$ cat src/rtl/ame_pkg.sv
// shared types, opcodes and constants for the accumulator machine execute core
// no dependencies
`timescale 1ns / 1ps
`default_nettype none
package ame_pkg;

    localparam int DataDepthDefault    = 256;
    localparam int ProgramDepthDefault = 1024;

    localparam int PcW   = 11;
    localparam int LenW  = 9;
    localparam int WordW = 64;
    localparam int ArgW  = 32;
    localparam int OpW   = 5;

    typedef enum logic [1:0] {
        ST_RUNNING = 2'd0,
        ST_HALTED  = 2'd1,
        ST_ERRORED = 2'd2
    } run_status_t;

    localparam logic [OpW-1:0] OP_CLEAR  = 5'd0;
    localparam logic [OpW-1:0] OP_AT     = 5'd1;
    localparam logic [OpW-1:0] OP_SET    = 5'd2;
    localparam logic [OpW-1:0] OP_INSERT = 5'd3;
    localparam logic [OpW-1:0] OP_ERASE  = 5'd4;
    localparam logic [OpW-1:0] OP_CADD   = 5'd5;
    localparam logic [OpW-1:0] OP_CSUB   = 5'd6;
    localparam logic [OpW-1:0] OP_CMUL   = 5'd7;
    localparam logic [OpW-1:0] OP_CDIV   = 5'd8;
    localparam logic [OpW-1:0] OP_MADD   = 5'd9;
    localparam logic [OpW-1:0] OP_MSUB   = 5'd10;
    localparam logic [OpW-1:0] OP_MMUL   = 5'd11;
    localparam logic [OpW-1:0] OP_MDIV   = 5'd12;
    localparam logic [OpW-1:0] OP_JREL   = 5'd13;
    localparam logic [OpW-1:0] OP_JZERO  = 5'd14;
    localparam logic [OpW-1:0] OP_JNZERO = 5'd15;
    localparam logic [OpW-1:0] OP_NOOP   = 5'd16;
    localparam logic [OpW-1:0] OP_HALT   = 5'd17;
    localparam logic [OpW-1:0] OP_OUTPUT = 5'd18;
    localparam logic [OpW-1:0] OP_CHKMEM = 5'd19;

    // arithmetic function codes for the datapath
    typedef enum logic [2:0] {
        ALU_CLEAR = 3'd0,
        ALU_ADD   = 3'd1,
        ALU_SUB   = 3'd2,
        ALU_LOAD  = 3'd3
    } alu_op_t;

    // controller to datapath commands
    typedef struct packed {
        logic        acc_wr;       // write acc from alu
        alu_op_t     alu_op;
        logic        opnd_mem;     // operand from memory read register
        logic        mul_step;     // one multiplier partial product step
        logic        mul_init;
        logic        div_init;
        logic        div_step;
        logic        div_done;     // write quotient into acc
        logic        mem_rd;       // read memory at rd_addr
        logic        mem_wr;       // write memory at wr_addr
        logic        wr_src_acc;   // write data acc, else read register
    } ame_cmd_t;

    // datapath to controller status
    typedef struct packed {
        logic acc_zero;
        logic opnd_zero;
    } ame_stat_t;

endpackage
`default_nettype wire

$ cat src/rtl/ame_ctrl.sv
// controller state machine: sequencing, pc, length, status and result strobe
// depends on ame_pkg
`timescale 1ns / 1ps
`default_nettype none
module ame_ctrl #(
    parameter int DATA_DEPTH    = ame_pkg::DataDepthDefault,
    parameter int PROGRAM_DEPTH = ame_pkg::ProgramDepthDefault,
    parameter int AW            = (DATA_DEPTH > 1) ? $clog2(DATA_DEPTH) : 1
) (
    input  wire logic                       clk,
    input  wire logic                       rst_n,
    input  wire logic                       start,
    input  wire logic                       kind,
    input  wire logic [ame_pkg::OpW-1:0]    opcode,
    input  wire logic [ame_pkg::ArgW-1:0]   argument,
    input  wire logic                       cfg_we,
    input  wire logic [ame_pkg::PcW-1:0]    cfg_wdata,
    input  wire ame_pkg::ame_stat_t         stat,
    output ame_pkg::ame_cmd_t               cmd,
    output logic [AW-1:0]                   rd_addr,
    output logic [AW-1:0]                   wr_addr,
    output logic [ame_pkg::ArgW-1:0]        arg_q,
    output logic                            load_wr,
    output logic                            busy,
    output logic                            done,
    output logic [1:0]                      status,
    output logic [ame_pkg::PcW-1:0]         next_pc,
    output logic                            print_valid,
    output logic [ame_pkg::LenW-1:0]        memory_length
);
    localparam int W   = ame_pkg::WordW;
    localparam int LW  = ame_pkg::LenW;
    localparam int PW  = ame_pkg::PcW;
    localparam int CW  = $clog2(W + 1);
    localparam int SW  = ame_pkg::ArgW + 2;   // signed pc sum width
    localparam logic [LW-1:0] DEPTH_L = LW'(DATA_DEPTH);
    localparam logic [PW-1:0] PDEPTH  = PW'(PROGRAM_DEPTH);

    typedef enum logic [3:0] {
        S_IDLE, S_RD, S_RDW, S_EXEC, S_MUL, S_DIVI, S_DIV, S_DIVD,
        S_SHRD, S_SHWR, S_ADV, S_DONE
    } state_t;

    state_t                 state_reg;
    logic [ame_pkg::OpW-1:0] op_reg;
    logic [ame_pkg::ArgW-1:0] arg_reg;
    logic [LW-1:0]          len_reg;
    logic [PW-1:0]          pc_reg;
    logic [PW-1:0]          plen_reg;
    ame_pkg::run_status_t   st_reg;
    logic                   print_reg;
    logic                   done_reg;
    logic                   jump_reg;
    logic [CW-1:0]          cnt_reg;
    logic [LW-1:0]          sh_reg;       // shift cursor

    logic arg_neg, idx_ok, ins_ok, chk_ok;
    logic accept_item;
    logic [PW-1:0] cfg_len;
    logic signed [SW-1:0] np;
    logic [AW-1:0] idx;

    // no transfer during the result cycle, busy is still high there
    assign accept_item = start && !done_reg;
    assign arg_neg = arg_reg[ame_pkg::ArgW-1];
    assign idx_ok  = !arg_neg && ({1'b0, arg_reg} < {{(ame_pkg::ArgW+1-LW){1'b0}}, len_reg});
    assign ins_ok  = !arg_neg && ({1'b0, arg_reg} <= {{(ame_pkg::ArgW+1-LW){1'b0}}, len_reg})
                     && (len_reg < DEPTH_L);
    assign chk_ok  = !arg_neg && ({1'b0, arg_reg} <=
                     {{(ame_pkg::ArgW+1-LW){1'b0}}, len_reg});
    assign idx     = arg_reg[AW-1:0];
    assign cfg_len = (cfg_wdata > PDEPTH) ? PDEPTH : cfg_wdata;
    assign np = $signed({{(SW-PW){1'b0}}, pc_reg}) +
                (jump_reg ? $signed({{(SW-ame_pkg::ArgW){arg_neg}}, arg_reg})
                          : $signed(SW'(1)));

    always_comb
    begin
        cmd = '0;
        rd_addr = idx;
        wr_addr = len_reg[AW-1:0];
        load_wr = 1'b0;
        case (state_reg)
            S_IDLE:
            begin
                load_wr = accept_item && !kind && (len_reg < DEPTH_L);
            end
            S_RD:
            begin
                cmd.mem_rd = 1'b1;
            end
            S_EXEC:
            begin
                cmd.opnd_mem = (op_reg >= ame_pkg::OP_MADD);
                case (op_reg)
                    ame_pkg::OP_CLEAR:
                    begin
                        cmd.acc_wr = 1'b1;
                        cmd.alu_op = ame_pkg::ALU_CLEAR;
                    end
                    ame_pkg::OP_AT:
                    begin
                        cmd.acc_wr = idx_ok;
                        cmd.alu_op = ame_pkg::ALU_LOAD;
                        cmd.opnd_mem = 1'b1;
                    end
                    ame_pkg::OP_SET:
                    begin
                        cmd.mem_wr = idx_ok;
                        cmd.wr_src_acc = 1'b1;
                        wr_addr = idx;
                    end
                    ame_pkg::OP_CADD, ame_pkg::OP_MADD:
                    begin
                        // a bad memory index leaves acc alone
                        cmd.acc_wr = (op_reg == ame_pkg::OP_CADD) || idx_ok;
                        cmd.alu_op = ame_pkg::ALU_ADD;
                    end
                    ame_pkg::OP_CSUB, ame_pkg::OP_MSUB:
                    begin
                        cmd.acc_wr = (op_reg == ame_pkg::OP_CSUB) || idx_ok;
                        cmd.alu_op = ame_pkg::ALU_SUB;
                    end
                    ame_pkg::OP_CMUL, ame_pkg::OP_MMUL:
                    begin
                        cmd.mul_init = 1'b1;
                    end
                    ame_pkg::OP_CDIV, ame_pkg::OP_MDIV:
                    begin
                        cmd.div_init = !stat.opnd_zero;
                    end
                    default:
                    begin
                    end
                endcase
            end
            S_MUL:
            begin
                cmd.mul_step = 1'b1;
            end
            S_DIV:
            begin
                cmd.div_step = 1'b1;
            end
            S_DIVD:
            begin
                cmd.div_done = 1'b1;
            end
            S_SHRD:
            begin
                // insert reads below cursor, erase reads above
                cmd.mem_rd = 1'b1;
                rd_addr = (op_reg == ame_pkg::OP_INSERT) ? AW'(sh_reg - 1'b1)
                                                         : AW'(sh_reg + 1'b1);
            end
            S_SHWR:
            begin
                cmd.mem_wr = 1'b1;
                wr_addr = sh_reg[AW-1:0];
            end
            S_ADV:
            begin
                if (op_reg == ame_pkg::OP_INSERT)
                begin
                    cmd.mem_wr = 1'b1;
                    cmd.wr_src_acc = 1'b1;
                    wr_addr = idx;
                end
            end
            default:
            begin
            end
        endcase
    end

    always_ff @(posedge clk or negedge rst_n)
    begin
        if (!rst_n)
        begin
            state_reg <= S_IDLE;
            op_reg    <= '0;
            arg_reg   <= '0;
            len_reg   <= '0;
            pc_reg    <= '0;
            plen_reg  <= '0;
            st_reg    <= ame_pkg::ST_HALTED;
            print_reg <= 1'b0;
            done_reg  <= 1'b0;
            jump_reg  <= 1'b0;
            cnt_reg   <= '0;
            sh_reg    <= '0;
        end
        else
        begin
            done_reg <= 1'b0;
            if (cfg_we)
            begin
                plen_reg <= cfg_len;
                if (st_reg != ame_pkg::ST_ERRORED)
                begin
                    st_reg <= (pc_reg < cfg_len) ? ame_pkg::ST_RUNNING
                                                 : ame_pkg::ST_HALTED;
                end
            end
            case (state_reg)
                S_IDLE:
                begin
                    if (accept_item)
                    begin
                        op_reg    <= opcode;
                        arg_reg   <= argument;
                        print_reg <= 1'b0;
                        jump_reg  <= 1'b0;
                        if (!kind)
                        begin
                            if (len_reg < DEPTH_L)
                            begin
                                len_reg <= len_reg + 1'b1;
                            end
                            else
                            begin
                                st_reg <= ame_pkg::ST_ERRORED;
                            end
                            state_reg <= S_DONE;
                        end
                        else if (st_reg != ame_pkg::ST_RUNNING)
                        begin
                            state_reg <= S_DONE;
                        end
                        else
                        begin
                            state_reg <= S_RD;
                        end
                    end
                end
                S_RD:
                begin
                    state_reg <= S_RDW;
                end
                S_RDW:
                begin
                    state_reg <= S_EXEC;
                end
                S_EXEC:
                begin
                    state_reg <= S_ADV;
                    cnt_reg   <= '0;
                    case (op_reg)
                        ame_pkg::OP_CLEAR, ame_pkg::OP_CADD, ame_pkg::OP_CSUB,
                        ame_pkg::OP_NOOP:
                        begin
                        end
                        ame_pkg::OP_AT, ame_pkg::OP_SET, ame_pkg::OP_MADD,
                        ame_pkg::OP_MSUB:
                        begin
                            if (!idx_ok)
                            begin
                                st_reg <= ame_pkg::ST_ERRORED;
                                state_reg <= S_DONE;
                            end
                        end
                        ame_pkg::OP_CMUL:
                        begin
                            state_reg <= S_MUL;
                        end
                        ame_pkg::OP_MMUL:
                        begin
                            if (!idx_ok)
                            begin
                                st_reg <= ame_pkg::ST_ERRORED;
                                state_reg <= S_DONE;
                            end
                            else
                            begin
                                state_reg <= S_MUL;
                            end
                        end
                        ame_pkg::OP_CDIV, ame_pkg::OP_MDIV:
                        begin
                            if ((op_reg == ame_pkg::OP_MDIV && !idx_ok) ||
                                stat.opnd_zero)
                            begin
                                st_reg <= ame_pkg::ST_ERRORED;
                                state_reg <= S_DONE;
                            end
                            else
                            begin
                                state_reg <= S_DIV;
                            end
                        end
                        ame_pkg::OP_INSERT:
                        begin
                            if (!ins_ok)
                            begin
                                st_reg <= ame_pkg::ST_ERRORED;
                                state_reg <= S_DONE;
                            end
                            else
                            begin
                                sh_reg <= len_reg;
                                state_reg <= (len_reg == LW'(arg_reg)) ? S_ADV : S_SHRD;
                            end
                        end
                        ame_pkg::OP_ERASE:
                        begin
                            if (!idx_ok)
                            begin
                                st_reg <= ame_pkg::ST_ERRORED;
                                state_reg <= S_DONE;
                            end
                            else
                            begin
                                sh_reg <= LW'(arg_reg);
                                state_reg <= (LW'(arg_reg) + 1'b1 == len_reg) ? S_ADV
                                                                              : S_SHRD;
                            end
                        end
                        ame_pkg::OP_JREL, ame_pkg::OP_JZERO, ame_pkg::OP_JNZERO:
                        begin
                            if (arg_reg == '0)
                            begin
                                st_reg <= ame_pkg::ST_ERRORED;
                                state_reg <= S_DONE;
                            end
                            else
                            begin
                                jump_reg <= (op_reg == ame_pkg::OP_JREL) ||
                                            (op_reg == ame_pkg::OP_JZERO && stat.acc_zero) ||
                                            (op_reg == ame_pkg::OP_JNZERO && !stat.acc_zero);
                            end
                        end
                        ame_pkg::OP_HALT:
                        begin
                            st_reg <= ame_pkg::ST_HALTED;
                            state_reg <= S_DONE;
                        end
                        ame_pkg::OP_OUTPUT:
                        begin
                            print_reg <= 1'b1;
                        end
                        ame_pkg::OP_CHKMEM:
                        begin
                            if (!chk_ok)
                            begin
                                st_reg <= ame_pkg::ST_ERRORED;
                                state_reg <= S_DONE;
                            end
                        end
                        default:
                        begin
                            st_reg <= ame_pkg::ST_ERRORED;
                            state_reg <= S_DONE;
                        end
                    endcase
                end
                S_MUL:
                begin
                    cnt_reg <= cnt_reg + 1'b1;
                    if (cnt_reg == CW'(W - 1))
                    begin
                        state_reg <= S_ADV;
                    end
                end
                S_DIV:
                begin
                    cnt_reg <= cnt_reg + 1'b1;
                    if (cnt_reg == CW'(W - 1))
                    begin
                        state_reg <= S_DIVD;
                    end
                end
                S_DIVD:
                begin
                    state_reg <= S_ADV;
                end
                S_SHRD:
                begin
                    state_reg <= S_SHWR;
                end
                S_SHWR:
                begin
                    if (op_reg == ame_pkg::OP_INSERT)
                    begin
                        sh_reg <= sh_reg - 1'b1;
                        state_reg <= (sh_reg - 1'b1 == LW'(arg_reg)) ? S_ADV : S_SHRD;
                    end
                    else
                    begin
                        sh_reg <= sh_reg + 1'b1;
                        state_reg <= (sh_reg + 2'd2 == len_reg) ? S_ADV : S_SHRD;
                    end
                end
                S_ADV:
                begin
                    if (op_reg == ame_pkg::OP_INSERT)
                    begin
                        len_reg <= len_reg + 1'b1;
                    end
                    else if (op_reg == ame_pkg::OP_ERASE)
                    begin
                        len_reg <= len_reg - 1'b1;
                    end
                    if (np < 0)
                    begin
                        pc_reg <= '0;
                        if (plen_reg == '0)
                        begin
                            st_reg <= ame_pkg::ST_HALTED;
                        end
                    end
                    else if (np >= $signed({{(SW-PW){1'b0}}, plen_reg}))
                    begin
                        pc_reg <= plen_reg;
                        st_reg <= ame_pkg::ST_HALTED;
                    end
                    else
                    begin
                        pc_reg <= PW'(np);
                    end
                    state_reg <= S_DONE;
                end
                S_DONE:
                begin
                    done_reg  <= 1'b1;
                    state_reg <= S_IDLE;
                end
                default:
                begin
                    state_reg <= S_IDLE;
                end
            endcase
        end
    end

    assign arg_q         = arg_reg;
    assign busy          = (state_reg != S_IDLE) || done_reg;
    assign done          = done_reg;
    assign status        = st_reg;
    assign next_pc       = pc_reg;
    assign print_valid   = done_reg && print_reg;
    assign memory_length = len_reg;
endmodule
`default_nettype wire
$ cat config.mk
export PLATFORM = sky130hd
export DESIGN_NAME = ame_ctrl
export DESIGN_NICKNAME = d
export VERILOG_FILES = /design/src/rtl/ame_pkg.sv /design/src/rtl/ame_ctrl.sv
export SDC_FILE = /design/constraint.sdc
export NUM_CORES = 1
export LEC_CHECK = 0
export BUFFER_PORTS_ARGS = -buffer_cell sky130_fd_sc_hd__buf_4
export CORE_AREA = 5 5 141 143
export CTS_BUF_LIST = sky130_fd_sc_hd__clkbuf_8
export DETAILED_ROUTE_END_ITERATION = 6
export DIE_AREA = 0 0 146 148
export PLACE_DENSITY = 0.63
export SETUP_SLACK_MARGIN = 0.4
export SLEW_MARGIN = 5
export SYNTH_ARGS = -nofsm -noshare
export SYNTH_HDL_FRONTEND = slang
export SYNTH_SLANG_ARGS = --single-unit
$ cat constraint.sdc
create_clock -name clk -period 13.7 [get_ports clk]
set_clock_uncertainty 0.1 [all_clocks]
set_input_delay 0.685 -clock clk [delete_from_list [all_inputs] [get_ports clk]]
set_output_delay 0.685 -clock clk [all_outputs]
set_load 0.02 [all_outputs]
==> parameters.txt <==
Parameter                              Value

Run status
  Outcome    finished, final reports clean

Setup path
  Worst-path cell chain    nand2_1, ha_1, fa_1, a21oi_1, o221ai_4, a21oi_1, nor2b_1, nor2_1, xnor2_1, ha_1, nand3_1, nor2_1, a32oi_1, nand4b_1, a211oi_1, o211ai_1, and4bb_1, nand4_2, mux2i_1, o21ai_1
  Startpoint types    register
  Crit path arrival time    approximately 5500 ps
  Slowest library cell on the worst path    sky130_fd_sc_hd__dfrtp_1
  Bufs and invs on worst path    0
  Endpoint of the lowest-slack register-to-register path    next_pc[10]
  Depth of the most critical reg-to-reg path    20
  Largest stage delay, worst path    1000 ps
  Setup slack of the most critical reg-to-reg path    between 8000 and 9000 ps
  Data required time of the critical path    between 10000 and 15000 ps
  Cell family contributing the most delay on the critical path    simple AND/OR/NAND/NOR gates
  Maximum fanout count along the critical path    33
  RR Startpoint    jump_reg
  Capturing element type of the critical path    register
  Type of the setup path with the least slack    register to register

Cells and area
  Diodes inserted    0
  Final design instance area without fill    about 0.0094 mm2
  Signed area change from the synthesized netlist to the final layout    16.41%
  Total number of nets in the final design    around 1.2k
  Flip-flop count of the largest register after layout    32
  Post-layout utilization of the core    50.98%
  Proportion of layout cells with a drive suffix above 1    a little over a fifth

Global route
  Vias in the first global route    around 7.5k
  Largest net degree at the start of global routing    between 50 and 60
  Initial antenna violation count    0
  Tot GR Track Use    22.76%
  First-pass GRT wire length    40000 um
  Total grt overflow    0

Clock network
  Clock Root Buffer    sky130_fd_sc_hd__clkbuf_8
  Setup Buffers After CTS    0
  Clock tree from TritonCTS    yes
  Count of hold-fix buffers inserted at cts    0
  Count of clock tree sinks    93
  Clock slew at reported path FFs    about 110 ps
  Quantity of gates resized following cts    0
  Clk_lat worst skew    roughly 400 ps
  Clock Path Buffers    2
  Number of clock buffers inserted by TritonCTS    9
  Total number of H-tree levels    3

Timing
  Setup TNS after final layout    0 ps
  Highest clock frequency the design can meet    approximately 190 MHz
  Headroom to the max-slew limit    between 30% and 40%
  Final hold violation count    0
  Worst Tran Pin Value    between 900 and 1000 ps
  Worst hold-check slack    approximately 170 ps
  Fin. max-slew vios    0
  RSZ-0062 raised after global routing    false
  Minimum period implied by the final worst setup slack    between 5000 and 6000 ps
  Part of the cycle the worst path needs    around two fifths
  Final count of negative-setup-slack endpoints    0

Die
  I/O pin total    142
  Die width    approximately 150 um
  Cell Rows    50
  Vertical die dimension    148 um
  Core ar.    between 0.015 and 0.02 mm2
  Starting density of the core    between 40% and 50%
  Die area    0.02161 mm2

Place
  Dpl hpwl    18550 um
  Number of buffer cells added on primary ports    140
  Final weighted congestion in routability-driven placement    0.9274
  Total cell area at the placement stage    between 0.009 and 0.01 mm2

Logic synthesis
  Main synth FF type    sky130_fd_sc_hd__dfrtp_1
  Register bit count reported by yosys    93
  Number of warnings issued by yosys    0
  Post-synthesis cell count    973
  Cell accounting for the most synthesized area    sky130_fd_sc_hd__dfrtp_1
  Number of enable flip-flop cells after synthesis    0
  Post-synthesis cell area    between 0.008 and 0.009 mm2
  Average cell area after synthesis    a little over 8 um2
  Area fraction of the dominant cell type after synthesis    between 20% and 30%
  Leading cell types by total area after synthesis    sky130_fd_sc_hd__dfrtp_1, sky130_fd_sc_hd__ha_1, sky130_fd_sc_hd__mux2_2
  Synthesized netlist net count    ~1.1k
  Sequential share of the synthesized area    around 29%
  Post-synthesis cell type count    85
  Async S/R FF share, synth    between 90% and 100%

Drt
  Violation count after the first detailed-routing iteration    767
  Wirelength, routed    around 25000 um
  Routed vias    about 7.7k
  DR vias/cell    5.889
  WL/cell    about 19 um
  Length of the first detailed-routing pass in iterations    5
  Number of DRC violations after detailed routing    0
  Post-DRT Antenna Nets    0

Flow run
  Count of max-cap constraint violations    0

Hold path
  Tightest Hold Check Type    input port to asynchronous set/reset pin

Power and ir drop
  Maximum vdd ir drop    0.03920 mV
  Total Power    about 0.00052 W
  Pwr Density    approximately 55 mW/mm2
  Static power due to leakage    about 4.3 nW
final cells by class:
cell class / instances / area [um2]
timing repair buffer: 145 / 1089
clock inverter: 5 / 58.81
sequential: 93 / 2328
fill: 1824 / 9046
clock buffer: 10 / 137.6
tap: 234 / 292.8
inverter: 46 / 172.7
multi-input combinational: 771 / 5330
cell usage in the layout (no fill, tap or decap), types with 3 or more instances in the layout:
| cell type | instances |
|---|---|
| sky130_fd_sc_hd__o31ai_1 | 3 |
| sky130_fd_sc_hd__o22a_1 | 3 |
| sky130_fd_sc_hd__a22oi_1 | 4 |
| sky130_fd_sc_hd__a21oi_1 | 59 |
| sky130_fd_sc_hd__or3_1 | 5 |
| sky130_fd_sc_hd__and3_1 | 17 |
| sky130_fd_sc_hd__a31oi_1 | 13 |
| sky130_fd_sc_hd__inv_1 | 46 |
| sky130_fd_sc_hd__a211oi_1 | 3 |
| sky130_fd_sc_hd__nor4_1 | 12 |
| sky130_fd_sc_hd__o211ai_1 | 7 |
| sky130_fd_sc_hd__nor2_1 | 69 |
| sky130_fd_sc_hd__o21ai_0 | 34 |
| sky130_fd_sc_hd__or2_2 | 5 |
| sky130_fd_sc_hd__o22ai_1 | 5 |
| sky130_fd_sc_hd__nand2_1 | 96 |
| sky130_fd_sc_hd__nand4_1 | 19 |
| sky130_fd_sc_hd__nand3_1 | 41 |
| sky130_fd_sc_hd__nor2b_1 | 13 |
| sky130_fd_sc_hd__xnor2_1 | 42 |
| sky130_fd_sc_hd__o21a_1 | 8 |
| sky130_fd_sc_hd__o2bb2ai_1 | 3 |
| sky130_fd_sc_hd__and2_1 | 13 |
| sky130_fd_sc_hd__nor3b_1 | 5 |
| sky130_fd_sc_hd__dfrtp_1 | 92 |
| sky130_fd_sc_hd__a21o_1 | 16 |
| sky130_fd_sc_hd__mux2_2 | 41 |
| sky130_fd_sc_hd__xor2_1 | 23 |
| sky130_fd_sc_hd__mux2i_1 | 33 |
| sky130_fd_sc_hd__buf_4 | 145 |
| sky130_fd_sc_hd__a41oi_1 | 4 |
| sky130_fd_sc_hd__nor3_1 | 22 |
| sky130_fd_sc_hd__nand4b_1 | 3 |
| sky130_fd_sc_hd__nand2b_1 | 15 |
| sky130_fd_sc_hd__a222oi_1 | 7 |
| sky130_fd_sc_hd__clkbuf_8 | 10 |
| sky130_fd_sc_hd__o21ai_1 | 19 |
| sky130_fd_sc_hd__ha_1 | 50 |
| sky130_fd_sc_hd__o21bai_1 | 3 |
synthesized netlist by cell type, drive strengths merged (14+ instances only):
library cell,instances
buf,14
nor2,69
a21oi,60
dfrtp,92
inv,46
clkbuf,49
a21o,16
nor3,23
xnor2,42
nand2b,15
ha,50
o21ai,53
and3,17
mux2i,33
nand3,43
xor2,23
nand4,21
nand2,97
mux2,41
cell families after synthesis:
family | share of synthesized area [%]
flops | 28.81
other cells | 0.04640
mux | 9.799
compound gates | 18.58
fa+ha+maj | 8.111
simple gates | 22.31
xor+xnor | 7.043
buf+inv | 5.310
metrics by stage:
step | instances | setup WS [ps]
final | 1304 | 8414
after global routing | 1304 | 8004
after CTS | 1304 | 8450
after detailed placement | 1289 | 8446
after global placement | 1289 | 8692
after floorplan | 973 | 9021
worst max path at each step:
stage                     cells past startpoint  slack [ps]      from           to
after floorplan                              22        9020  jump_reg   next_pc[0]
after global placement                       18        8690  jump_reg   next_pc[9]
after detailed placement                     20        8450  jump_reg  next_pc[10]
after CTS                                    20        8450  jump_reg  next_pc[10]
after global routing                         20        8000  jump_reg   next_pc[1]
final                                        20        8410  jump_reg  next_pc[10]
power breakdown:
part | switching (W) | total [W] | internal [W]
Sequential | 0.00000340 | 0.000281 | 0.000278
Clock | 0.000113 | 0.000202 | 0.0000888
Combinational | 0.0000197 | 0.0000384 | 0.0000186
metal layers:
layer | track usage (%) | share of wire (%) | up-vias
li1 | - | - | 3685
met1 | 31.78 | 46 | 3662
met2 | 35.03 | 44 | 288
met3 | 4.506 | 6.7 | 44
met4 | 8.561 | 2.8 | 0
met5 | 0 | 0 | -
worst reg2reg max path, cell delays in order (launching register included):
cell                       delay, ps
sky130_fd_sc_hd__dfrtp_1        1000
sky130_fd_sc_hd__nand2_1         150
sky130_fd_sc_hd__ha_1            250
sky130_fd_sc_hd__fa_1            420
sky130_fd_sc_hd__a21oi_1         270
sky130_fd_sc_hd__o221ai_4        190
sky130_fd_sc_hd__a21oi_1         230
sky130_fd_sc_hd__nor2b_1          70
sky130_fd_sc_hd__nor2_1          110
sky130_fd_sc_hd__xnor2_1         160
sky130_fd_sc_hd__ha_1            290
sky130_fd_sc_hd__nand3_1          90
sky130_fd_sc_hd__nor2_1           60
sky130_fd_sc_hd__a32oi_1         150
sky130_fd_sc_hd__nand4b_1        120
sky130_fd_sc_hd__a211oi_1        180
sky130_fd_sc_hd__o211ai_1        130
sky130_fd_sc_hd__and4bb_1        300
sky130_fd_sc_hd__nand4_2         450
sky130_fd_sc_hd__mux2i_1         350
sky130_fd_sc_hd__o21ai_1         100
Note: power is estimated with default switching activity, not from simulation.
